===== src/pidc_pkg.sv =====
`timescale 1ns / 1ps

package pidc_pkg;

    localparam int DataW   = 16;
    localparam int GainW   = 24;
    localparam int ErrW    = DataW + 1;         // difference of two samples
    localparam int ProdW   = GainW + ErrW + 1;  // gain times difference, one spare bit
    localparam int IntW    = 32;                // integral, Q.16, limited to out*2^15
    localparam int IntSumW = ProdW + 1;         // integral plus increment before clamping
    localparam int PdW     = ProdW + 1;         // proportional minus derivative term
    localparam int AccW    = PdW + 1;           // pd plus integral
    localparam int TW      = AccW + 8;          // sum scaled by 200
    localparam int YW      = TW - 16;           // scaled sum with the fraction dropped
    localparam int LimW    = 25;                // 200 times a 17 bit limit
    localparam int ZW      = 21;                // (y / 8) plus bias, quotient input
    localparam int RecipW  = 22;
    localparam int MulW    = ZW + RecipW;

    localparam int AddrW   = 5;
    localparam int CfgDataW = 32;

    localparam int QDepth  = 16;
    localparam int QPtrW   = $clog2(QDepth);
    localparam int QCntW   = QPtrW + 1;

    // Rounding bias: 100 * 2^16, half of the divisor 200 * 2^16.
    localparam logic signed [TW-1:0] RoundBias = 52'sd6553600;
    // floor(z / 25) = (z * ceil(2^26 / 25)) >> 26, exact for z below 2^21.
    localparam logic [RecipW-1:0] RecipMul   = 22'd2684355;
    localparam int                RecipShift = 26;
    // 25 * 32768, makes the quotient input non-negative in the valid range.
    localparam logic [ZW-1:0]     ZBias      = 21'd819200;

    typedef enum logic [2:0] {
        REG_KP_GAIN       = 3'd0,
        REG_KI_GAIN       = 3'd1,
        REG_KD_GAIN       = 3'd2,
        REG_REVERSE       = 3'd3,
        REG_OUT_MIN       = 3'd4,
        REG_OUT_MAX       = 3'd5,
        REG_SAMPLE_PERIOD = 3'd6,
        REG_AUTO_MODE     = 3'd7
    } reg_idx_t;

    typedef struct packed {
        logic [GainW-1:0]        kp_gain;
        logic [GainW-1:0]        ki_gain;
        logic [GainW-1:0]        kd_gain;
        logic                    reverse_direction;
        logic signed [DataW-1:0] out_min;
        logic signed [DataW-1:0] out_max;
        logic [DataW-1:0]        sample_period;
        logic                    auto_mode;
    } cfg_t;

    typedef struct packed {
        logic signed [DataW-1:0] manual_output;
        logic signed [DataW-1:0] measurement;
        logic signed [DataW-1:0] setpoint;
    } item_t;

    // Products and control from the first stage to the integral stage.
    typedef struct packed {
        logic                    init;
        logic                    fire;
        logic signed [IntW-1:0]  init_val;
        logic signed [ProdW-1:0] p_kp;
        logic signed [ProdW-1:0] p_ki;
        logic signed [ProdW-1:0] p_kdm;
        logic signed [ProdW-1:0] p_kds;
    } front_t;

    // Terms from the integral stage to the output datapath.
    typedef struct packed {
        logic signed [IntW-1:0]  i_new;
        logic signed [PdW-1:0]   pd;
        logic signed [ProdW-1:0] p_kds;
    } mid_t;

    // Clamp to half of the drive limits in Q.16, upper bound tested first.
    function automatic logic signed [IntW-1:0] clamp_integral(
        input logic signed [IntSumW-1:0] x,
        input logic signed [DataW-1:0]   lo,
        input logic signed [DataW-1:0]   hi
    );
        logic signed [IntSumW-1:0] lim_hi;
        logic signed [IntSumW-1:0] lim_lo;
        logic signed [IntW-1:0]    res;
        lim_hi = {{(IntSumW-DataW-15){hi[DataW-1]}}, hi, 15'b0};
        lim_lo = {{(IntSumW-DataW-15){lo[DataW-1]}}, lo, 15'b0};
        if (x > lim_hi) begin
            res = {hi[DataW-1], hi, 15'b0};
        end
        else if (x < lim_lo) begin
            res = {lo[DataW-1], lo, 15'b0};
        end
        else begin
            res = x[IntW-1:0];
        end
        return res;
    endfunction

endpackage


===== src/pidc_integ.sv =====
`timescale 1ns / 1ps

module pidc_integ (
    input  logic              clk,
    input  logic              rst_n,
    input  logic              a_valid,
    input  pidc_pkg::front_t  a_data,
    input  pidc_pkg::cfg_t    cfg,
    output logic              b_valid,
    output pidc_pkg::mid_t    b_data
);
    import pidc_pkg::*;

    logic signed [IntW-1:0]    integral_reg, integral_next;
    logic                      b_valid_reg, b_valid_next;
    mid_t                      b_data_reg, b_data_next;
    logic signed [IntW-1:0]    base;
    logic signed [IntSumW-1:0] sum;
    logic signed [IntW-1:0]    i_new;

    always_comb
    begin
        // The integral recurrence closes inside this stage.
        base  = a_data.init ? a_data.init_val : integral_reg;
        sum   = {{(IntSumW-IntW){base[IntW-1]}}, base}
                + {a_data.p_ki[ProdW-1], a_data.p_ki};
        i_new = clamp_integral(sum, cfg.out_min, cfg.out_max);

        integral_next = integral_reg;
        if (a_valid)
        begin
            integral_next = a_data.fire ? i_new : base;
        end

        b_valid_next      = a_valid && a_data.fire;
        b_data_next.i_new = i_new;
        b_data_next.pd    = {a_data.p_kp[ProdW-1], a_data.p_kp}
                            - {a_data.p_kdm[ProdW-1], a_data.p_kdm};
        b_data_next.p_kds = a_data.p_kds;
    end

    always_ff @(posedge clk or negedge rst_n)
    begin
        if (!rst_n)
        begin
            integral_reg <= '0;
            b_valid_reg  <= 1'b0;
        end
        else
        begin
            integral_reg <= integral_next;
            b_valid_reg  <= b_valid_next;
        end
    end

    always_ff @(posedge clk)
    begin
        b_data_reg <= b_data_next;
    end

    assign b_valid = b_valid_reg;
    assign b_data  = b_data_reg;

endmodule


===== config.mk =====
export PLATFORM = sky130hd
export DESIGN_NAME = pidc_integ
export DESIGN_NICKNAME = d
export VERILOG_FILES = /design/src/pidc_pkg.sv /design/src/pidc_integ.sv
export SDC_FILE = /design/constraint.sdc
export NUM_CORES = 1
export LEC_CHECK = 0
export BUFFER_PORTS_ARGS = -buffer_cell sky130_fd_sc_hd__clkbuf_2
export CAP_MARGIN = 10
export CORE_MARGIN = 2
export CORE_UTILIZATION = 35
export DETAILED_ROUTE_END_ITERATION = 8
export PLACE_DENSITY = 0.65
export SLEW_MARGIN = 20
export SYNTH_ARGS = -nofsm -noshare
export SYNTH_HDL_FRONTEND = slang
export SYNTH_SLANG_ARGS = --single-unit

===== constraint.sdc =====
create_clock -name clk -period 13.55 [get_ports clk]
set_input_delay 2.71 -clock clk [delete_from_list [all_inputs] [get_ports clk]]
set_output_delay 2.71 -clock clk [all_outputs]
set_load 0.02 [all_outputs]

==> results.ini <==
[drt]
drt_iter0_markers=499
m1WireLength_mm=14.1
drt-vias-per-instance=5.28
drtAntennaViolNets=0
route.met2.wl_mm=18.2
dr.pass1.iters=7
vias=10300
wire_per_inst_um=18.5
top_layer_used=met5
drt-total-wl_mm=36.2
drc_errors=0
met3_length_mm=2.77

[placement]
place_ws_ns=2.86
dp_hpwl_mm=29.7
gp_congestion=0.936
placed_cell_area_um2=12700
portBuffers=354
dp.cells=1926

[yosys]
synth-main-ff-cell=dfxtp_1
async_flop_share_pct=22.0
synth_top_area_share_pct=22.3
synth_edf_count=0
netlist_instances=1208
synth_top_cell_by_area=dfxtp_1
syn_nets=1676
synthTopCellsByCount=ha_1 (139), dfxtp_1 (117), inv_1 (104)
avgSynthCellArea_um2=8.71
yosysWarnings=0
synth_area_leaders=dfxtp_1 (22%), ha_1 (17%), dfrtp_1 (7.9%), a21oi_1 (4.2%), mux2_2 (4.2%)
synth-seq-cells=150
yosysMostFrequentCell=ha_1
syn_area_um2=10500
ys_seq_area_share_pct=30.1
ys_types=73

[final_layout]
post-route-cell-area_um2=13300
fin_nets=2023
finish.utilization_pct=44.8
largest_reg_flops=117
final-instance-count-excl-fill=1956
syn2layout_area_growth_pct=26.4
final_layout_size_suffix_gt1_share_pct=28.2

[critical_path]
cp_top_family=simple AND/OR/NAND/NOR gates
cp.arrival_ns=10.66
startpoint_type=input port
path_buf_inv=4
cp_max_fo=32
cp.required_ns=13.91
path_class=input port to flip-flop
endpoint_kind=flip-flop
cpMaxStageDelayCell=nor2_1
max_stage_delay_ns=0.80

[die]
die_w_um=177
fp.dieArea_um2=31500
ios=445
coreArea_um2=29600
start_util_pct=35.5
rows=63
dieHeight_um=177

[global_routing]
grt_pass1_vias=10100
grt_pass1_wl_mm=53.6
grtUsageTotal_pct=22.5
antenna_found_initial=7
grt_max_degree=48
overflow=0

[pwr]
power.total_mw=2.28
power.leakage_nw=6.77
p_per_area_nw_per_um2=172
irDropWorstVdd_uv=84.4

[timing]
worstMarginPinSlew_ns=1.03
period_share_pct=76.0
timing.final.ws_setup_ns=3.25
hold_slack_ns=0.491
fmax_mhz=97.1
setup_tns_ns=0
final_max_slew_viol_count=0
hold_viol_final=0
slew-limit-headroom_pct=30.6
grt_setup_unrepaired=false
fin_crit_ns=10.30
setup_viol=0
skew_ns=0.0160

[clocking]
cts.clk_slew.worst_paths_ns=0.07
h-tree-depth=4
clk_latency_ns=0.45
cts_buffers=17
cts_sinks=150
clk_path_buf_depth=2
postCtsSetupBuffers=0
cts_hold_buf=0
cts_root_buf=clkbuf_16
post_cts_resized=0
cts_tree=done

[run_status]
status=completed

[hold_path]
hp-class=flip-flop to flip-flop

[run]
maxCapViolations=0

## final timing paths
check                                 startpoint               end  slack [ns]  depth (start not counted)
worst max-delay path                 a_data[201]   integral_reg[4]        3.25                         28
min in group asynchronous                  rst_n  integral_reg[21]        2.40                          1
worst min register to register  integral_reg[27]  integral_reg[27]        0.49                          1
worst min-delay path            integral_reg[27]  integral_reg[27]        0.49                          1
max in group asynchronous                  rst_n  integral_reg[22]       10.55                          1
worst max register to register   integral_reg[0]   integral_reg[4]        5.82                         26
## logic make-up (layout without fill, tap and decap cells)
kind of cell | Yosys count | after routing | synth area share, %
compound gates | 337 | 337 | 21.4
simple gates | 313 | 313 | 14.3
flops | 150 | 150 | 30.1
fa+ha+maj | 141 | 141 | 16.9
buf+inv | 136 | 493 | 5.14
xor+xnor | 72 | 72 | 6.00
mux | 59 | 59 | 6.11
other cells | 0 | 1 | 0
## power breakdown
part           total [mW]  switching (mW)  internal [mW]
logic                1.19           0.714          0.471
registers           0.594          0.0402          0.554
clock network       0.501           0.204          0.297
total                2.28           0.959           1.32
## placed cells by master (no fill, tap or decap), types with 5 or more instances in the layout
cell	synthesis	routed
inv_1	104	104
nand2_1	87	87
a21oi_1	88	87
ha_1	139	139
nand2b_1	10	10
o211ai_1	8	8
nor2_1	85	85
xnor2_1	45	45
a31oi_1	22	22
dfrtp_1	33	33
o22a_1	6	6
and3_1	14	14
a21o_1	46	46
dfxtp_1	117	117
mux2i_1	19	19
o21a_1	14	14
nor2b_1	16	16
a211oi_1	10	10
clkbuf_2	1	353
o2111ai_1	7	7
and2_1	16	16
o31a_1	5	5
o21bai_1	8	8
mux2_2	39	39
nand4_1	19	19
xor2_1	27	27
a2111oi_0	7	7
clkbuf_16	0	19
o22ai_1	11	11
nor3_1	25	25
o21ai_0	55	55
nand3_1	20	20
## per-layer routing
layer	GRT usage [%]	vias up
li1	-	5066
met1	25.1	4753
met2	40.3	427
met3	6.11	69
met4	9.15	8
met5	0	-
## area by class of cell
type	count	area (um2)
Fill cell	3000	16300
Sequential cell	150	3170
Timing Repair Buffer	358	1800
Inverter	106	398
Antenna cell	1	2.50
Tap cell	390	488
Clock inverter	9	115
Multi-Input combinational cell	922	6830
Clock buffer	20	489
Power figures use the tool's default switching activity.
