<file path="src/pidc_pkg.sv">
`timescale 1ns / 1ps

package pidc_pkg;

    localparam int DataW   = 16;
    localparam int GainW   = 24;
    localparam int ErrW    = DataW + 1;         // difference of two samples
    localparam int ProdW   = GainW + ErrW + 1;  // gain times difference, one spare bit
    localparam int IntW    = 32;                // integral, Q.16, limited to out*2^15
    localparam int IntSumW = ProdW + 1;         // integral plus increment before clamping
    localparam int PdW     = ProdW + 1;         // proportional minus derivative term
    localparam int AccW    = PdW + 1;           // pd plus integral
    localparam int TW      = AccW + 8;          // sum scaled by 200
    localparam int YW      = TW - 16;           // scaled sum with the fraction dropped
    localparam int LimW    = 25;                // 200 times a 17 bit limit
    localparam int ZW      = 21;                // (y / 8) plus bias, quotient input
    localparam int RecipW  = 22;
    localparam int MulW    = ZW + RecipW;

    localparam int AddrW   = 5;
    localparam int CfgDataW = 32;

    localparam int QDepth  = 16;
    localparam int QPtrW   = $clog2(QDepth);
    localparam int QCntW   = QPtrW + 1;

    // Rounding bias: 100 * 2^16, half of the divisor 200 * 2^16.
    localparam logic signed [TW-1:0] RoundBias = 52'sd6553600;
    // floor(z / 25) = (z * ceil(2^26 / 25)) >> 26, exact for z below 2^21.
    localparam logic [RecipW-1:0] RecipMul   = 22'd2684355;
    localparam int                RecipShift = 26;
    // 25 * 32768, makes the quotient input non-negative in the valid range.
    localparam logic [ZW-1:0]     ZBias      = 21'd819200;

    typedef enum logic [2:0] {
        REG_KP_GAIN       = 3'd0,
        REG_KI_GAIN       = 3'd1,
        REG_KD_GAIN       = 3'd2,
        REG_REVERSE       = 3'd3,
        REG_OUT_MIN       = 3'd4,
        REG_OUT_MAX       = 3'd5,
        REG_SAMPLE_PERIOD = 3'd6,
        REG_AUTO_MODE     = 3'd7
    } reg_idx_t;

    typedef struct packed {
        logic [GainW-1:0]        kp_gain;
        logic [GainW-1:0]        ki_gain;
        logic [GainW-1:0]        kd_gain;
        logic                    reverse_direction;
        logic signed [DataW-1:0] out_min;
        logic signed [DataW-1:0] out_max;
        logic [DataW-1:0]        sample_period;
        logic                    auto_mode;
    } cfg_t;

    typedef struct packed {
        logic signed [DataW-1:0] manual_output;
        logic signed [DataW-1:0] measurement;
        logic signed [DataW-1:0] setpoint;
    } item_t;

    // Products and control from the first stage to the integral stage.
    typedef struct packed {
        logic                    init;
        logic                    fire;
        logic signed [IntW-1:0]  init_val;
        logic signed [ProdW-1:0] p_kp;
        logic signed [ProdW-1:0] p_ki;
        logic signed [ProdW-1:0] p_kdm;
        logic signed [ProdW-1:0] p_kds;
    } front_t;

    // Terms from the integral stage to the output datapath.
    typedef struct packed {
        logic signed [IntW-1:0]  i_new;
        logic signed [PdW-1:0]   pd;
        logic signed [ProdW-1:0] p_kds;
    } mid_t;

    // Clamp to half of the drive limits in Q.16, upper bound tested first.
    function automatic logic signed [IntW-1:0] clamp_integral(
        input logic signed [IntSumW-1:0] x,
        input logic signed [DataW-1:0]   lo,
        input logic signed [DataW-1:0]   hi
    );
        logic signed [IntSumW-1:0] lim_hi;
        logic signed [IntSumW-1:0] lim_lo;
        logic signed [IntW-1:0]    res;
        lim_hi = {{(IntSumW-DataW-15){hi[DataW-1]}}, hi, 15'b0};
        lim_lo = {{(IntSumW-DataW-15){lo[DataW-1]}}, lo, 15'b0};
        if (x > lim_hi) begin
            res = {hi[DataW-1], hi, 15'b0};
        end
        else if (x < lim_lo) begin
            res = {lo[DataW-1], lo, 15'b0};
        end
        else begin
            res = x[IntW-1:0];
        end
        return res;
    endfunction

endpackage

</file>
<file path="src/pidc_fifo.sv">
`timescale 1ns / 1ps

module pidc_fifo (
    input  logic                        clk,
    input  logic                        rst_n,
    input  logic                        push,
    input  logic [pidc_pkg::DataW-1:0]  push_data,
    input  logic                        pop,
    output logic                        not_empty,
    output logic [pidc_pkg::DataW-1:0]  head,
    output logic [pidc_pkg::QCntW-1:0]  count
);
    import pidc_pkg::*;

    logic [DataW-1:0] q_mem [QDepth];
    logic [QPtrW-1:0] wr_ptr_reg, wr_ptr_next;
    logic [QPtrW-1:0] rd_ptr_reg, rd_ptr_next;
    logic [QCntW-1:0] count_reg, count_next;

    always_comb
    begin
        wr_ptr_next = push ? wr_ptr_reg + 1'b1 : wr_ptr_reg;
        rd_ptr_next = pop ? rd_ptr_reg + 1'b1 : rd_ptr_reg;
        count_next  = count_reg + {{(QCntW-1){1'b0}}, push} - {{(QCntW-1){1'b0}}, pop};
    end

    always_ff @(posedge clk or negedge rst_n)
    begin
        if (!rst_n)
        begin
            wr_ptr_reg <= '0;
            rd_ptr_reg <= '0;
            count_reg  <= '0;
        end
        else
        begin
            wr_ptr_reg <= wr_ptr_next;
            rd_ptr_reg <= rd_ptr_next;
            count_reg  <= count_next;
        end
    end

    always_ff @(posedge clk)
    begin
        if (push)
        begin
            q_mem[wr_ptr_reg] <= push_data;
        end
    end

    assign not_empty = (count_reg != '0);
    assign head      = q_mem[rd_ptr_reg];
    assign count     = count_reg;

endmodule
</file>
<file path="config.mk">
export PLATFORM = sky130hd
export DESIGN_NAME = pidc_fifo
export DESIGN_NICKNAME = d
export VERILOG_FILES = /design/src/pidc_pkg.sv /design/src/pidc_fifo.sv
export SDC_FILE = /design/constraint.sdc
export NUM_CORES = 1
export LEC_CHECK = 0
export ABC_AREA = 1
export BUFFER_PORTS_ARGS = -buffer_cell sky130_fd_sc_hd__buf_2
export CAP_MARGIN = 15
export CORE_AREA = 3 3 166 168
export CTS_BUF_LIST = sky130_fd_sc_hd__clkbuf_4
export DETAILED_ROUTE_END_ITERATION = 16
export DIE_AREA = 0 0 169 171
export PLACE_DENSITY_LB_ADDON = 0.15
export SETUP_SLACK_MARGIN = 0.3
export SLEW_MARGIN = 25
export SYNTH_ARGS = -nofsm -noshare
export SYNTH_HDL_FRONTEND = slang
export SYNTH_SLANG_ARGS = --single-unit
</file>
<file path="constraint.sdc">
create_clock -name clk -period 1.9 [get_ports clk]
set_input_delay 0 -clock clk [delete_from_list [all_inputs] [get_ports clk]]
set_output_delay 0 -clock clk [all_outputs]
set_load 0.005 [all_outputs]
</file>
==> reports/results.txt <==
Drt first pass iters: 5
Clock Skew: 0.0217 ns
Post-DP Area: 12600 um2
Finished Cell Area: 14600 um2
Setup crit end kind: output pin
Synth Cell Area: 11800 um2
Largest net degree at the start of global routing: 69
CP max FO: 12
Fraction of layout instances using a drive strength above 1: 22.3%
CTS Buffer Depth: 3
Routed Antenna Nets: 0
Global router's overall resource usage: 20.1%
Worst-path clk slew: 0.06 ns
Final core occ: 55.9%
Initial antenna violation count: 2
Hold Path Depth: 3
P_int: 0.0136 W
Final Max Slew Viols: 0
Worst EP required: 1.90 ns
TritonCTS Buffers: 73
Worst setup startpoint: rd_ptr_reg[0]
DRT iter0 DRCs: 619
Skew-Pair Late Insertion Delay: 0.66 ns
Syn_nets: 1151
Fmax: 450 MHz
# IOs: 42
Area grow syn2layout: 23.5%
Most Crowded Layer GR: met2
Final setup viols: 16
Vias per cell: 4.99
Vias post-DR: 8272
Crit path launch type: flip-flop
Met3 Track Usage GR: 4.07%
Die Span Y: 171 um
Hpwl dp: 15.8 mm
Outcome: finished with violations
Total Nets Final: 1304
Max-cap violations: 0
Net Sw Frac: 37.6%
Leak Pwr: 6.38 nW
Place WS: 0.114 ns
Grt met1 use: 26.2%
Average size of a mapped cell: 10.5 um2
Register area: 8020 um2
CP arrival: 2.22 ns
Number of distinct library cells after synthesis: 21
Cells after Synth: 1119
NetSw: 0.00820 W
Critical path class: reg2out
Die ar.: 28900 um2
YS warnings: 0
Setup ws final: -0.322 ns
RSZ-0062 raised after global routing: true
Sequential Power Share: 34.2%
Relative slew slack: 59.6%
CTS Sinks: 269
# DRC: 0
Measured slew at the worst slew-check pin: 0.604 ns
Hold slack: 0.135 ns
Starting density of the core: 45.2%
HP Start: pop
Number of global-route vias before repair: 7800
Register area share after synthesis: 68.0%
Clock share of power: 22.8%
Chip width: 169 um
Minimum clock period after layout: 2.22 ns
Fillers: 2282
Post-route clock period utilization: 117%
Root Driver: clkbuf_4
CTS tree: built
Row count: 59
Met2 GRT Util: 33.3%
Area taken by multi-input logic gates: 2880 um2
Core area: 26100 um2
Part of the power in combinational logic: 43.0%
Hold Vio Cnt, Final: 0
Largest register FFs: 256
Register bit count reported by yosys: 269
Min-Delay Path Class: in2reg
Final WL: 31.2 mm
Placer congestion estimate: 0.818
GRT Residual Overflow: 0
First-pass GRT wire length: 44.1 mm
Failing checks: negative setup slack
Power Dens Cells: 1500 nW/um2
FF-to-FF Start: count[0]
Power, Total: 0.0218 W
Maximum vdd drop: 761 uV
R2R cell count: 9
WL/cell: 18.8 um
Count of input and output buffers: 41
H-tree level count: 3
## through the flow
step                setup TNS (ns)  instances
floorplan                        0       1119
global placement                 0       1479
detailed placement               0       1479
CTS                          -4.92       1631
global route                 -6.20       1659
finish                       -4.50       1659
## power by group through the flow
stage	sequential (W)	combinational, W	clock (W)
3_5_place_dp	0.00757	0.00715	0
3_3_place_gp	0.00756	0.00711	0
4_1_cts	0.00747	0.00772	0.00511
6_report	0.00746	0.00938	0.00498
2_1_floorplan	0.00750	0.00480	0
5_1_grt	0.00751	0.0102	0.00542
## layout by cell type, fill, tap and decap left out, types with 17 or more instances in the layout
cell type / instances
nand3_1: 171
inv_1: 202
buf_2: 40
edfxtp_1: 256
nand3_2: 23
clkbuf_4: 112
buf_12: 17
dlygate4sd3_1: 20
buf_4: 23
nand2_1: 332
## synth_stat cells
master	number	area share, %
fa_1	1	0.17
edfxtp_1	256	65
o21ai_0	2	0.085
clkbuf_1	6	0.19
nand2_1	348	11
xnor2_1	1	0.074
buf_1	3	0.096
buf_4	5	0.32
inv_4	1	0.053
clkinv_1	1	0.032
nor2_1	19	0.61
ha_1	11	1.2
nand3_1	194	8.2
a21oi_1	2	0.085
buf_12	1	0.17
inv_1	205	6.5
nand4_1	2	0.11
buf_6	13	1.2
dfrtp_1	13	2.8
xor2_1	9	0.67
buf_2	26	1.1
## cell type report
class / instances / share of cell area [%]
timing repair buffer: 130 / 10.4
timing repair inverter: 2 / 0.224
inverter: 207 / 5.45
clock inverter: 13 / 0.344
tap: 335 / 2.88
sequential: 269 / 55.1
clock buffer: 112 / 5.78
antenna: 2 / 0.0344
multi-input combinational: 589 / 19.8
## routing by layer
metal / routed length, um / up-vias
li1: - / 3976
met1: 13200 / 3941
met2: 15000 / 283
met3: 2040 / 72
met4: 884 / 0
met5: 0 / -
## logic make-up after synthesis
| logic type | count (synthesis) | share of synthesized area, % |
|---|---|---|
| xor gates and xnor gates | 10 | 0.743 |
| and+or+nand+nor | 563 | 20.0 |
| adders and majority gates | 12 | 1.34 |
| AOI/OAI and AO/OA | 4 | 0.170 |
| DFF | 269 | 68.0 |
| buffers and inverters | 261 | 9.73 |
## repair_timing
item,4_1_cts,5_1_grt
gates cloned,3,16
hold buffers,20,0
endpoints found under the hold margin,282,0
resized for setup,30,58
buffers inserted,4,10
pin swaps,4,23
endpoints found under the setup margin,89,170
## worst max-delay path, cell delays in order (launching register included)
cell and delay (ns):
dfrtp_4 0.52, buf_12 0.17, inv_12 0.09, buf_12 0.13
clkbuf_16 0.16, nand2_1 0.05, nand3_1 0.08, nand3_1 0.08
nand3_1 0.09, nand2_1 0.06, buf_2 0.12
## worst paths after layout
path	endpoint	slack, ns
max	head[3]	-0.32
min	rd_ptr_reg[0]	0.14
max reg2reg	count[4]	0.08
min reg2reg	wr_ptr_reg[0]	0.61
max in group asynchronous	rd_ptr_reg[0]	1.04
min in group asynchronous	wr_ptr_reg[2]	0.41
Power figures use the tool's default switching activity.
