## config.mk

```make
export PLATFORM = sky130hd
export DESIGN_NAME = pidc_front
export DESIGN_NICKNAME = d
export VERILOG_FILES = /design/src/pidc_pkg.sv /design/src/pidc_front.sv
export SDC_FILE = /design/constraint.sdc
export NUM_CORES = 2
export LEC_CHECK = 0
export ABC_AREA = 1
export BUFFER_PORTS_ARGS = -buffer_cell sky130_fd_sc_hd__buf_2
export CORE_MARGIN = 4
export CORE_UTILIZATION = 65
export CTS_CLUSTER_SIZE = 40
export DETAILED_ROUTE_END_ITERATION = 10
export GPL_TIMING_DRIVEN = 1
export PLACE_DENSITY_LB_ADDON = 0.12
export SKIP_LAST_GASP = 1
export SYNTH_ARGS = -nofsm -noshare
export SYNTH_HDL_FRONTEND = slang
export SYNTH_SLANG_ARGS = --single-unit
```

## constraint.sdc

```tcl
create_clock -name clk -period 9.6 [get_ports clk]
set_input_delay 0.48 -clock clk [delete_from_list [all_inputs] [get_ports clk]]
set_output_delay 0.48 -clock clk [all_outputs]
set_load 0.02 [all_outputs]
```

## src/pidc_pkg.sv

```systemverilog
`timescale 1ns / 1ps

package pidc_pkg;

    localparam int DataW   = 16;
    localparam int GainW   = 24;
    localparam int ErrW    = DataW + 1;         // difference of two samples
    localparam int ProdW   = GainW + ErrW + 1;  // gain times difference, one spare bit
    localparam int IntW    = 32;                // integral, Q.16, limited to out*2^15
    localparam int IntSumW = ProdW + 1;         // integral plus increment before clamping
    localparam int PdW     = ProdW + 1;         // proportional minus derivative term
    localparam int AccW    = PdW + 1;           // pd plus integral
    localparam int TW      = AccW + 8;          // sum scaled by 200
    localparam int YW      = TW - 16;           // scaled sum with the fraction dropped
    localparam int LimW    = 25;                // 200 times a 17 bit limit
    localparam int ZW      = 21;                // (y / 8) plus bias, quotient input
    localparam int RecipW  = 22;
    localparam int MulW    = ZW + RecipW;

    localparam int AddrW   = 5;
    localparam int CfgDataW = 32;

    localparam int QDepth  = 16;
    localparam int QPtrW   = $clog2(QDepth);
    localparam int QCntW   = QPtrW + 1;

    // Rounding bias: 100 * 2^16, half of the divisor 200 * 2^16.
    localparam logic signed [TW-1:0] RoundBias = 52'sd6553600;
    // floor(z / 25) = (z * ceil(2^26 / 25)) >> 26, exact for z below 2^21.
    localparam logic [RecipW-1:0] RecipMul   = 22'd2684355;
    localparam int                RecipShift = 26;
    // 25 * 32768, makes the quotient input non-negative in the valid range.
    localparam logic [ZW-1:0]     ZBias      = 21'd819200;

    typedef enum logic [2:0] {
        REG_KP_GAIN       = 3'd0,
        REG_KI_GAIN       = 3'd1,
        REG_KD_GAIN       = 3'd2,
        REG_REVERSE       = 3'd3,
        REG_OUT_MIN       = 3'd4,
        REG_OUT_MAX       = 3'd5,
        REG_SAMPLE_PERIOD = 3'd6,
        REG_AUTO_MODE     = 3'd7
    } reg_idx_t;

    typedef struct packed {
        logic [GainW-1:0]        kp_gain;
        logic [GainW-1:0]        ki_gain;
        logic [GainW-1:0]        kd_gain;
        logic                    reverse_direction;
        logic signed [DataW-1:0] out_min;
        logic signed [DataW-1:0] out_max;
        logic [DataW-1:0]        sample_period;
        logic                    auto_mode;
    } cfg_t;

    typedef struct packed {
        logic signed [DataW-1:0] manual_output;
        logic signed [DataW-1:0] measurement;
        logic signed [DataW-1:0] setpoint;
    } item_t;

    // Products and control from the first stage to the integral stage.
    typedef struct packed {
        logic                    init;
        logic                    fire;
        logic signed [IntW-1:0]  init_val;
        logic signed [ProdW-1:0] p_kp;
        logic signed [ProdW-1:0] p_ki;
        logic signed [ProdW-1:0] p_kdm;
        logic signed [ProdW-1:0] p_kds;
    } front_t;

    // Terms from the integral stage to the output datapath.
    typedef struct packed {
        logic signed [IntW-1:0]  i_new;
        logic signed [PdW-1:0]   pd;
        logic signed [ProdW-1:0] p_kds;
    } mid_t;

    // Clamp to half of the drive limits in Q.16, upper bound tested first.
    function automatic logic signed [IntW-1:0] clamp_integral(
        input logic signed [IntSumW-1:0] x,
        input logic signed [DataW-1:0]   lo,
        input logic signed [DataW-1:0]   hi
    );
        logic signed [IntSumW-1:0] lim_hi;
        logic signed [IntSumW-1:0] lim_lo;
        logic signed [IntW-1:0]    res;
        lim_hi = {{(IntSumW-DataW-15){hi[DataW-1]}}, hi, 15'b0};
        lim_lo = {{(IntSumW-DataW-15){lo[DataW-1]}}, lo, 15'b0};
        if (x > lim_hi) begin
            res = {hi[DataW-1], hi, 15'b0};
        end
        else if (x < lim_lo) begin
            res = {lo[DataW-1], lo, 15'b0};
        end
        else begin
            res = x[IntW-1:0];
        end
        return res;
    endfunction

endpackage

```

## src/pidc_front.sv

```systemverilog
`timescale 1ns / 1ps

module pidc_front (
    input  logic              clk,
    input  logic              rst_n,
    input  logic              in_valid,
    input  pidc_pkg::item_t   item,
    input  pidc_pkg::cfg_t    cfg,
    output logic              a_valid,
    output pidc_pkg::front_t  a_data
);
    import pidc_pkg::*;

    logic [DataW-1:0]        tick_count_reg, tick_count_next;
    logic                    was_auto_reg, was_auto_next;
    logic signed [DataW-1:0] prev_meas_reg, prev_meas_next;
    logic signed [DataW-1:0] prev_sp_reg, prev_sp_next;
    logic                    a_valid_reg, a_valid_next;
    front_t                  a_data_reg, a_data_next;

    logic [DataW-1:0]        tick_inc;
    logic                    init, fire;
    logic signed [DataW-1:0] prev_m, prev_s, cm;
    logic signed [ErrW-1:0]  err, dm, ds, e_s, dm_s, ds_s;

    always_comb
    begin
        tick_inc = (tick_count_reg != {DataW{1'b1}}) ? tick_count_reg + 1'b1 : tick_count_reg;
        init     = cfg.auto_mode && !was_auto_reg;
        fire     = cfg.auto_mode && (tick_inc >= cfg.sample_period);

        // Entering auto takes the current samples as the previous ones.
        prev_m = init ? item.measurement : prev_meas_reg;
        prev_s = init ? item.setpoint : prev_sp_reg;

        err = {item.setpoint[DataW-1], item.setpoint}
              - {item.measurement[DataW-1], item.measurement};
        dm  = {item.measurement[DataW-1], item.measurement} - {prev_m[DataW-1], prev_m};
        ds  = {item.setpoint[DataW-1], item.setpoint} - {prev_s[DataW-1], prev_s};

        e_s  = cfg.reverse_direction ? -err : err;
        dm_s = cfg.reverse_direction ? -dm : dm;
        ds_s = cfg.reverse_direction ? -ds : ds;

        if (item.manual_output > cfg.out_max)
        begin
            cm = cfg.out_max;
        end
        else if (item.manual_output < cfg.out_min)
        begin
            cm = cfg.out_min;
        end
        else
        begin
            cm = item.manual_output;
        end

        a_data_next.init     = init;
        a_data_next.fire     = fire;
        a_data_next.init_val = clamp_integral({{(IntSumW-DataW-16){cm[DataW-1]}}, cm, 16'b0},
                                              cfg.out_min, cfg.out_max);
        a_data_next.p_kp  = ProdW'($signed({1'b0, cfg.kp_gain}) * e_s);
        a_data_next.p_ki  = ProdW'($signed({1'b0, cfg.ki_gain}) * e_s);
        a_data_next.p_kdm = ProdW'($signed({1'b0, cfg.kd_gain}) * dm_s);
        a_data_next.p_kds = ProdW'($signed({1'b0, cfg.kd_gain}) * ds_s);

        a_valid_next = in_valid && (init || fire);

        tick_count_next = tick_count_reg;
        was_auto_next   = was_auto_reg;
        prev_meas_next  = prev_meas_reg;
        prev_sp_next    = prev_sp_reg;
        if (in_valid)
        begin
            tick_count_next = fire ? '0 : tick_inc;
            was_auto_next   = cfg.auto_mode;
            if (init || fire)
            begin
                prev_meas_next = item.measurement;
                prev_sp_next   = item.setpoint;
            end
        end
    end

    always_ff @(posedge clk or negedge rst_n)
    begin
        if (!rst_n)
        begin
            tick_count_reg <= {DataW{1'b1}};
            was_auto_reg   <= 1'b0;
            prev_meas_reg  <= '0;
            prev_sp_reg    <= '0;
            a_valid_reg    <= 1'b0;
        end
        else
        begin
            tick_count_reg <= tick_count_next;
            was_auto_reg   <= was_auto_next;
            prev_meas_reg  <= prev_meas_next;
            prev_sp_reg    <= prev_sp_next;
            a_valid_reg    <= a_valid_next;
        end
    end

    always_ff @(posedge clk)
    begin
        a_data_reg <= a_data_next;
    end

    assign a_valid = a_valid_reg;
    assign a_data  = a_data_reg;

endmodule

```

==> flow_summary.toml <==
[synth]
synth_seq_area_share_pct = 7.37
synthAdderAreaFrac_pct = 51.7
ys_ff_latch = 237
syn_area_per_cell_um2 = 7.76
ys_async_sr_fraction_pct = 21.1
synth_top_cell_area_share_pct = 38.8
synth_edf_count = 0
muxShareOfSynthArea_pct = 0
syn_inst = 8770
synth_ff_type = "dfxtp_1"
synth-compound-area-share_pct = 6.10
synth_top_family_by_area = "adder cells"
synth_simple_gate_area_share_pct = 18.5
synth_cell_type_count = 56
netlist_area_um2 = 68100
yosysTopAreaCell = "fa_1"
yosys-top-cells-area = "fa_1 39%, ha_1 13%, inv_1 12%"
yosys_warnings = 0
post_synth_xor_area_fraction_pct = 2.13

[placed_design]
routabilityCongestion = 0.957
hpwl_um = 167000
port-buffer-count = 360

[routing]
drt_pre_antenna_iters = 8
routed_wl_um = 204000
drt_iter0_drc = 5017
post_drt_wl_per_cell_um = 19.7
routed_via_density = 5.66
drc_errors = 0
dr_total_vias = 58700
drtAntennaViolNets = 0

[setup_path]
critPathBufInv = 9
worst_path_most_repeated_cell = "nand2_1"
startpoint_type = "flop"
crit_fanout = 62
critPathCaptureType = "flop"
r2r_start = "was_auto_reg"
crit_slowest_cell = "nand2_1"
crit_type = "flop to flop"
ff2ff_setup_slack_ps = 710
r2r_end = "a_data[75]"
slowest_delay_ps = 560
worstPathRequired_ps = 10120
reg2regPathDepth = 39
cp_top_family = "adder cells"
cp_data_arrival_time_ps = 9400

[outcome]
outcome = "complete, no violations"

[clocking]
clk_pin_slew_ps = 70
cts_root_buf = "clkbuf_16"
htreeDepth = 1
clock_path_buffers = 3
cts_tree = "built"
cts_buffers = 30
clk_latency_ps = 640
cts.sinks = 237

[hold_path]
min_from = "cfg[0]"
whs_path_depth = 3
min_to = "was_auto_reg"
min_path_type = "input port to flop"

[sta]
tightest_slew_ps = 1060
fmax_mhz = 113
slew_violations = 0
finalSetupViolCount = 0
final.setup.tns_ps = 0
hold_viol = 0
relSlewSlack_pct = 29.5
finalCriticalPeriod_ps = 8890
clock_skew_ps = 27.6
rsz0062_at_grt = "no"
finalCritPeriodShare_pct = 92.6

[global_routing]
grt_pass1_vias = 61000
grt_pass1_wl_um = 329000
grt_overflow = 0
grt_max_degree = 66
antenna_found_initial = 17
grtUsageTotal_pct = 37.5

[finish]
fin_nets = 11100
drive_above_1_share_pct = 6.90
largest_reg_flops = 187
area_delta_synth_final_pct = 5.60

[floorplanning]
num_io_pins = 376
die_w_um = 332
start_util_pct = 65.6
core-area_um2 = 104000
die_h_um = 332
rows = 118
die_area_um2 = 110000

[job]
maxCapViolCount = 0
-- per-stage QoR --
stage                     cells  area, um^2  util (%)  hold slack (ps)  worst slack, ps
after detailed placement  10300       70800      68.2              469             69.5
after floorplan            8784       68100         -              184             1990
after global routing      10400       71900      69.2             74.0              151
after global placement    10300       70800      68.2              462              169
final                     10400       71900      69.3              100              714
after CTS                 10300       71800      69.2             59.2              773
-- cell usage after synthesis (12+ instances only) --
cell         n
a21boi_0    13
a21o_1      20
a21oi_1    358
a21oi_2     13
a31oi_1     46
and2_1      12
buf_2       70
buf_4       26
buf_6       17
clkbuf_1   191
clkinv_1    12
dfrtp_1     34
dfstp_2     16
dfxtp_1    187
fa_1      1319
ha_1       701
inv_1     2156
inv_2       12
nand2_1   1769
nand2_2     32
nand3_1    285
nand3b_1    14
nand4_1     35
nor2_1     848
nor2_2      16
nor3_1      34
nor4_1      20
o21ai_0    223
o21ai_1     16
o21bai_1    23
o221ai_1    12
xnor2_1     52
xor2_1     108
-- per-layer routing --
layer / GRT usage, % / up-vias / wire (um)
met2: 56.3 / 3343 / 86700
met4: 12.5 / 4 / 8420
met5: 0.478 / - / 81
met1: 52.6 / 28400 / 82700
li1: - / 26300 / -
met3: 11.0 / 575 / 26000
-- how the worst max path moves through the flow --
stage            startpoint           to  slack, ps  depth (start not counted)
3_5_place_dp        item[0]  a_data[161]         70                         36
4_1_cts             item[0]  a_data[161]        770                         36
6_report       was_auto_reg   a_data[75]        710                         39
2_1_floorplan        cfg[0]   a_data[29]       1990                         35
5_1_grt        was_auto_reg   a_data[81]        150                         42
3_3_place_gp        item[1]  a_data[161]        170                         35
-- worst min-delay path, delay by kind of cell --
| kind | cells | cell delay (ps) |
|---|---|---|
| buf+inv | 1 | 100 |
| simple gates | 1 | 40 |
| compound gates | 1 | 70 |
-- layout by cell type (no fill, tap or decap), types with 35 or more instances in the layout --
cell type,netlist,routed
buf_2,70,360
nand2_1,1769,1769
dfxtp_1,187,187
xnor2_1,52,52
nand3_1,285,285
o21ai_0,223,222
a31oi_1,46,46
ha_1,701,700
xor2_1,108,105
fa_1,1319,1319
a21oi_1,358,358
nand4_1,35,35
nor2_1,848,848
buf_4,26,73
inv_1,2156,2156
-- cell type report --
class                           count  area, um^2
Inverter                         2181        8190
Tap cell                         1380        1730
Multi-Input combinational cell   6053       53500
Sequential cell                   237        5010
Fill cell                        8763       31900
Clock buffer                       35         810
Antenna cell                       20        50.0
Clock inverter                     21         233
Timing Repair Buffer              435        2380
-- repair_timing --
item                                    CTS  global route
hold endpoints to repair                 34             0
resized for setup                         0             2
hold buffers                              1             0
endpoints found under the setup margin    0             1
buffers inserted                          0             0
-- kinds of logic (layout without fill, tap and decap cells) --
kind of cell | count (synthesis) | after routing
other cells | 1 | 35
xor+xnor | 163 | 163
flops | 237 | 237
fa+ha+maj | 2020 | 2020
buf+inv | 2494 | 2672
compound gates | 755 | 755
simple gates | 3100 | 3100
Power is not shown: default switching activity piles up to over one toggle a cycle in this logic, so the estimate is an artifact.
