<file path="src/pidc_pkg.sv">
`timescale 1ns / 1ps

package pidc_pkg;

    localparam int DataW   = 16;
    localparam int GainW   = 24;
    localparam int ErrW    = DataW + 1;         // difference of two samples
    localparam int ProdW   = GainW + ErrW + 1;  // gain times difference, one spare bit
    localparam int IntW    = 32;                // integral, Q.16, limited to out*2^15
    localparam int IntSumW = ProdW + 1;         // integral plus increment before clamping
    localparam int PdW     = ProdW + 1;         // proportional minus derivative term
    localparam int AccW    = PdW + 1;           // pd plus integral
    localparam int TW      = AccW + 8;          // sum scaled by 200
    localparam int YW      = TW - 16;           // scaled sum with the fraction dropped
    localparam int LimW    = 25;                // 200 times a 17 bit limit
    localparam int ZW      = 21;                // (y / 8) plus bias, quotient input
    localparam int RecipW  = 22;
    localparam int MulW    = ZW + RecipW;

    localparam int AddrW   = 5;
    localparam int CfgDataW = 32;

    localparam int QDepth  = 16;
    localparam int QPtrW   = $clog2(QDepth);
    localparam int QCntW   = QPtrW + 1;

    // Rounding bias: 100 * 2^16, half of the divisor 200 * 2^16.
    localparam logic signed [TW-1:0] RoundBias = 52'sd6553600;
    // floor(z / 25) = (z * ceil(2^26 / 25)) >> 26, exact for z below 2^21.
    localparam logic [RecipW-1:0] RecipMul   = 22'd2684355;
    localparam int                RecipShift = 26;
    // 25 * 32768, makes the quotient input non-negative in the valid range.
    localparam logic [ZW-1:0]     ZBias      = 21'd819200;

    typedef enum logic [2:0] {
        REG_KP_GAIN       = 3'd0,
        REG_KI_GAIN       = 3'd1,
        REG_KD_GAIN       = 3'd2,
        REG_REVERSE       = 3'd3,
        REG_OUT_MIN       = 3'd4,
        REG_OUT_MAX       = 3'd5,
        REG_SAMPLE_PERIOD = 3'd6,
        REG_AUTO_MODE     = 3'd7
    } reg_idx_t;

    typedef struct packed {
        logic [GainW-1:0]        kp_gain;
        logic [GainW-1:0]        ki_gain;
        logic [GainW-1:0]        kd_gain;
        logic                    reverse_direction;
        logic signed [DataW-1:0] out_min;
        logic signed [DataW-1:0] out_max;
        logic [DataW-1:0]        sample_period;
        logic                    auto_mode;
    } cfg_t;

    typedef struct packed {
        logic signed [DataW-1:0] manual_output;
        logic signed [DataW-1:0] measurement;
        logic signed [DataW-1:0] setpoint;
    } item_t;

    // Products and control from the first stage to the integral stage.
    typedef struct packed {
        logic                    init;
        logic                    fire;
        logic signed [IntW-1:0]  init_val;
        logic signed [ProdW-1:0] p_kp;
        logic signed [ProdW-1:0] p_ki;
        logic signed [ProdW-1:0] p_kdm;
        logic signed [ProdW-1:0] p_kds;
    } front_t;

    // Terms from the integral stage to the output datapath.
    typedef struct packed {
        logic signed [IntW-1:0]  i_new;
        logic signed [PdW-1:0]   pd;
        logic signed [ProdW-1:0] p_kds;
    } mid_t;

    // Clamp to half of the drive limits in Q.16, upper bound tested first.
    function automatic logic signed [IntW-1:0] clamp_integral(
        input logic signed [IntSumW-1:0] x,
        input logic signed [DataW-1:0]   lo,
        input logic signed [DataW-1:0]   hi
    );
        logic signed [IntSumW-1:0] lim_hi;
        logic signed [IntSumW-1:0] lim_lo;
        logic signed [IntW-1:0]    res;
        lim_hi = {{(IntSumW-DataW-15){hi[DataW-1]}}, hi, 15'b0};
        lim_lo = {{(IntSumW-DataW-15){lo[DataW-1]}}, lo, 15'b0};
        if (x > lim_hi) begin
            res = {hi[DataW-1], hi, 15'b0};
        end
        else if (x < lim_lo) begin
            res = {lo[DataW-1], lo, 15'b0};
        end
        else begin
            res = x[IntW-1:0];
        end
        return res;
    endfunction

endpackage

</file>
<file path="src/pidc_output.sv">
`timescale 1ns / 1ps

module pidc_output (
    input  logic                            clk,
    input  logic                            rst_n,
    input  logic                            b_valid,
    input  pidc_pkg::mid_t                  b_data,
    input  pidc_pkg::cfg_t                  cfg,
    output logic [3:0]                      busy,
    output logic                            r_valid,
    output logic signed [pidc_pkg::DataW-1:0] r_drive
);
    import pidc_pkg::*;

    logic                     c_valid_reg, d_valid_reg, e_valid_reg, r_valid_reg;
    logic signed [AccW-1:0]   c_acc_reg, c_acc_next;
    logic signed [ProdW-1:0]  c_kds_reg;
    logic signed [YW-1:0]     d_y_reg, d_y_next;
    logic                     e_gt_reg, e_gt_next, e_lt_reg, e_lt_next;
    logic [MulW-1:0]          e_prod_reg, e_prod_next;
    logic signed [DataW-1:0]  r_drive_reg, r_drive_next;

    logic signed [TW-1:0]     a_ext, t;
    logic signed [ErrW-1:0]   hi1;
    logic signed [LimW-1:0]   h25, l25, lim_hi, lim_lo;
    logic [ZW-1:0]            zb;
    logic [DataW-1:0]         qp, q;

    always_comb
    begin
        c_acc_next = {b_data.pd[PdW-1], b_data.pd}
                     + {{(AccW-IntW){b_data.i_new[IntW-1]}}, b_data.i_new};

        // 200 * acc + kd*dS + rounding bias, then drop the 16 fraction bits.
        a_ext    = {{(TW-AccW){c_acc_reg[AccW-1]}}, c_acc_reg};
        t        = (a_ext <<< 7) + (a_ext <<< 6) + (a_ext <<< 3)
                   + {{(TW-ProdW){c_kds_reg[ProdW-1]}}, c_kds_reg} + RoundBias;
        d_y_next = t[TW-1:16];

        // drive > max exactly when y >= 200*(max+1); drive < min when y < 200*min.
        hi1    = {cfg.out_max[DataW-1], cfg.out_max} + 17'sd1;
        h25    = {{(LimW-ErrW){hi1[ErrW-1]}}, hi1};
        l25    = {{(LimW-DataW){cfg.out_min[DataW-1]}}, cfg.out_min};
        lim_hi = (h25 <<< 7) + (h25 <<< 6) + (h25 <<< 3);
        lim_lo = (l25 <<< 7) + (l25 <<< 6) + (l25 <<< 3);
        e_gt_next = d_y_reg >= $signed({{(YW-LimW){lim_hi[LimW-1]}}, lim_hi});
        e_lt_next = d_y_reg < $signed({{(YW-LimW){lim_lo[LimW-1]}}, lim_lo});

        // In range y fits 24 bits; y/200 = (y/8)/25 via a reciprocal multiply.
        zb          = d_y_reg[ZW+2:3] + ZBias;
        e_prod_next = {{(MulW-ZW){1'b0}}, zb} * {{(MulW-RecipW){1'b0}}, RecipMul};

        qp = e_prod_reg[RecipShift+DataW-1:RecipShift];
        q  = qp - 16'h8000;
        if (e_gt_reg)
        begin
            r_drive_next = cfg.out_max;
        end
        else if (e_lt_reg)
        begin
            r_drive_next = cfg.out_min;
        end
        else
        begin
            r_drive_next = $signed(q);
        end
    end

    always_ff @(posedge clk or negedge rst_n)
    begin
        if (!rst_n)
        begin
            c_valid_reg <= 1'b0;
            d_valid_reg <= 1'b0;
            e_valid_reg <= 1'b0;
            r_valid_reg <= 1'b0;
        end
        else
        begin
            c_valid_reg <= b_valid;
            d_valid_reg <= c_valid_reg;
            e_valid_reg <= d_valid_reg;
            r_valid_reg <= e_valid_reg;
        end
    end

    always_ff @(posedge clk)
    begin
        c_acc_reg   <= c_acc_next;
        c_kds_reg   <= b_data.p_kds;
        d_y_reg     <= d_y_next;
        e_gt_reg    <= e_gt_next;
        e_lt_reg    <= e_lt_next;
        e_prod_reg  <= e_prod_next;
        r_drive_reg <= r_drive_next;
    end

    assign busy    = {r_valid_reg, e_valid_reg, d_valid_reg, c_valid_reg};
    assign r_valid = r_valid_reg;
    assign r_drive = r_drive_reg;

endmodule

</file>
<file path="config.mk">
export PLATFORM = sky130hd
export DESIGN_NAME = pidc_output
export DESIGN_NICKNAME = d
export VERILOG_FILES = /design/src/pidc_pkg.sv /design/src/pidc_output.sv
export SDC_FILE = /design/constraint.sdc
export NUM_CORES = 1
export LEC_CHECK = 0
export BUFFER_PORTS_ARGS = -buffer_cell sky130_fd_sc_hd__buf_2
export CAP_MARGIN = 15
export CORE_ASPECT_RATIO = 1.4
export CORE_MARGIN = 5
export CORE_UTILIZATION = 60
export DETAILED_ROUTE_END_ITERATION = 10
export PLACE_DENSITY_LB_ADDON = 0.15
export SKIP_CTS_REPAIR_TIMING = 1
export SYNTH_ARGS = -nofsm -noshare
export SYNTH_HDL_FRONTEND = slang
export SYNTH_SLANG_ARGS = --single-unit
</file>
<file path="constraint.sdc">
create_clock -name clk -period 20.7 [get_ports clk]
set_input_delay 1.035 -clock clk [delete_from_list [all_inputs] [get_ports clk]]
set_output_delay 1.035 -clock clk [all_outputs]
set_load 0.02 [all_outputs]
</file>
==> results.md <==
- Final hold viol count: 0
- Setup_tns: 0 ns
- H-tree lvl count: 4
- Clock Pin Slew Worst Setup and Hold Paths: 0.06 ns
- Setup-failing EPs final: 0
- CTS max path bufs: 2
- Outcome: finished clean
- Via/cell ratio: 5.455
- # clock sinks: 154
- Final Worst Setup Slack: 13.27 ns
- Main synth FF type: dfxtp_1
- Crit path max-delay family: adder cells
- Clock skew: 0.01080 ns
- Period minus WS final: 7.433 ns
- Pre-antenna DRT Iters: 5
- CP Capture Type: flip-flop
- Fraction of layout cells with a size suffix above 1: 10.23%
- Gp weighted congestion: 0.9322
- Vias: 14,830
- Critical Path Start Type: flip-flop
- Largest net degree at the start of global routing: 33
- ANT cells: 0
- Port bufs: 169
- Register area share after synthesis: 14.92%
- Worst Hold Class: in -> async
- GRT Residual Overflow: 0
- Seq cells post-synth: 154
- Buffers and inverters on the worst path: 5
- Most common cell after layout, fill and taps aside: ha_1
- Tot GR Track Use: 23.53%
- CP max-delay cell: dfxtp_1
- Worst setup path start: d_y_reg[18]
- Final WL: 43,250 um
- Number of global-route vias before repair: 15,910
- RSZ-0062 raised after global routing: false
- Most frequent cells in the layout: 441 x ha_1, 346 x inv_1, 269 x fa_1
- Worst skew pair latency: 0.45 ns
- Maxcap violations: 0
- Die Wd: 167.4 um
- Initial antenna violation count: 0
- Die area: 38,550 um2
- Routed Antenna Nets: 0
- Slowest stage delay, CP: 0.61 ns
- Post-synth ARST share: 2.597%
- Drt initial violations: 475
- Area Overhead vs Synth: 9.179%
- Fmax: 0.1345 GHz
- Final Max Tran Viols: 0
- Max-slew headroom: 35.03%
- Crit share post-route: 35.91%
- Final #Nets: 3,207
- Syn nets: 3,032
- Die height: 230.3 um
- Max reg flops: 44
- Worst reg2reg path startpoint: d_y_reg[18]
- Synth cell types: 73
- DRC errors left: 0
- CTS tree: yes
- WS Path Type: reg -> reg
- Yosys warnings: 0
- CTS Buf Count: 17
- Mapped Cells: 2,080
- WL per Instance: 15.91 um
- Area of the mapped netlist: 20,800 um2
- Critical Path RT: 21.08 ns
- Avg Inst Size Synth: 10.00 um2
- Tightest Pin Transition: 0.9732 ns
- Root buf cell: clkbuf_16
- CP max FO: 8
- Num rows: 80
- First-pass GRT wire length: 74,550 um
- Initial Util: 60.94%
- Ports: 263
- EDFF count, synth: 0
- Core area: 34,130 um2
- WP data arrival: 7.81 ns
- Pre-CTS setup slack: 13.25 ns
- DP Wirelength: 38,400 um
[through the flow]
stage | cell area [um2] | cells | hold WS, ns | util, %
6_report | 22710 | 2719 | 0.3778 | 66.54
5_1_grt | 22710 | 2719 | 0.3720 | 66.54
4_1_cts | 22710 | 2719 | 0.3630 | 66.54
3_5_place_dp | 22160 | 2687 | 0.3617 | 64.92
3_3_place_gp | 22160 | 2687 | 0.3546 | 64.92
2_1_floorplan | 20800 | 2080 | 0.3548 | -
[metal layers]
| metal | routed length [um] | vias to the layer above | GRT usage (%) |
|---|---|---|---|
| met2 | 22410 | 287 | 42.88 |
| met3 | 1552 | 86 | 2.818 |
| met1 | 17710 | 7098 | 28.28 |
| met4 | 1580 | 0 | 9.008 |
| li1 | - | 7362 | - |
| met5 | 0 | - | 0 |
[cell usage after synthesis, types with 3 or more instances]
master     count  area [um2]
ha_1         441        5518
inv_1        346        1299
fa_1         269        5385
dfxtp_1      150        3003
a21oi_1      117       585.6
nand2_1       86       322.8
nor2_1        83       311.6
xnor2_1       83       727.0
o21ai_0       63       315.3
a21o_1        62       465.5
xor2_1        50       437.9
nand3_1       37       185.2
and3_1        22       137.6
nor2b_1       22       137.6
o21a_1        20       150.1
mux2i_1       18       180.2
nand4_1       18       112.6
o21ai_1       16       80.08
a211oi_1      14       105.1
nand2b_1      14       87.58
o21bai_1      13       97.59
clkbuf_1      11       41.29
or2_2         10       62.56
nor3_1         9       45.04
a31oi_1        8       50.05
and2_1         8       50.05
o31ai_1        7       52.55
a211o_1        5       43.79
buf_4          4       30.03
dfrtp_1        4       100.1
o2111ai_1      4       35.03
a21boi_1       3       22.52
a221o_1        3       30.03
nand3b_1       3       22.52
o21ba_2        3       30.03
o311ai_1       3       26.28
or3_1          3       18.77
or4_1          3       22.52
[cell type report]
cell class              instances  area, um2
flip-flops and latches        154       3103
repair buffers                171      860.8
multi-input cells            1565      16330
well taps                     451      564.3
clock inverters                14      111.4
clock buffers                  18      439.2
inverters                     346       1299
fillers                      2777      11420
[worst reg2reg max path, stage by stage (launching register included)]
cell and delay, ns:
dfxtp_1 0.61, ha_1 0.26, a21oi_1 0.09, xnor2_1 0.54, inv_1 0.29, ha_1 0.38
ha_1 0.28, inv_1 0.05, fa_1 0.50, fa_1 0.58, inv_1 0.06, fa_1 0.52
inv_1 0.05, fa_1 0.52, inv_1 0.04, ha_1 0.28, ha_1 0.34, a21oi_1 0.18
o21ai_1 0.11, or3_1 0.36, a21oi_1 0.18, o21ai_1 0.17, o21bai_2 0.22, a31oi_4 0.15
a41oi_4 0.29, nor2b_4 0.20, xnor2_2 0.10
[cells by family (layout without fill, tap and decap cells)]
family / count (synthesis) / in the layout / share of synthesized area [%]
xor gates and xnor gates: 134 / 134 / 5.678
adders and majority gates: 710 / 710 / 52.42
and+or+nand+nor: 329 / 329 / 7.802
buffers and inverters: 361 / 549 / 6.586
muxes: 19 / 19 / 0.9203
AOI/OAI and AO/OA: 373 / 373 / 11.68
DFF: 154 / 154 / 14.92
[final timing paths]
check,slack (ns),end,depth (start not counted)
min,0.38,d_valid_reg,1
min reg2reg,0.38,r_valid,0
max in group asynchronous,20.20,c_valid_reg,1
min in group clk,0.38,r_valid,0
max reg2reg,13.27,e_prod_reg[40],26
max,13.27,e_prod_reg[40],26
Power is not shown: default switching activity piles up to over one toggle a cycle in this logic, so the estimate is an artifact.
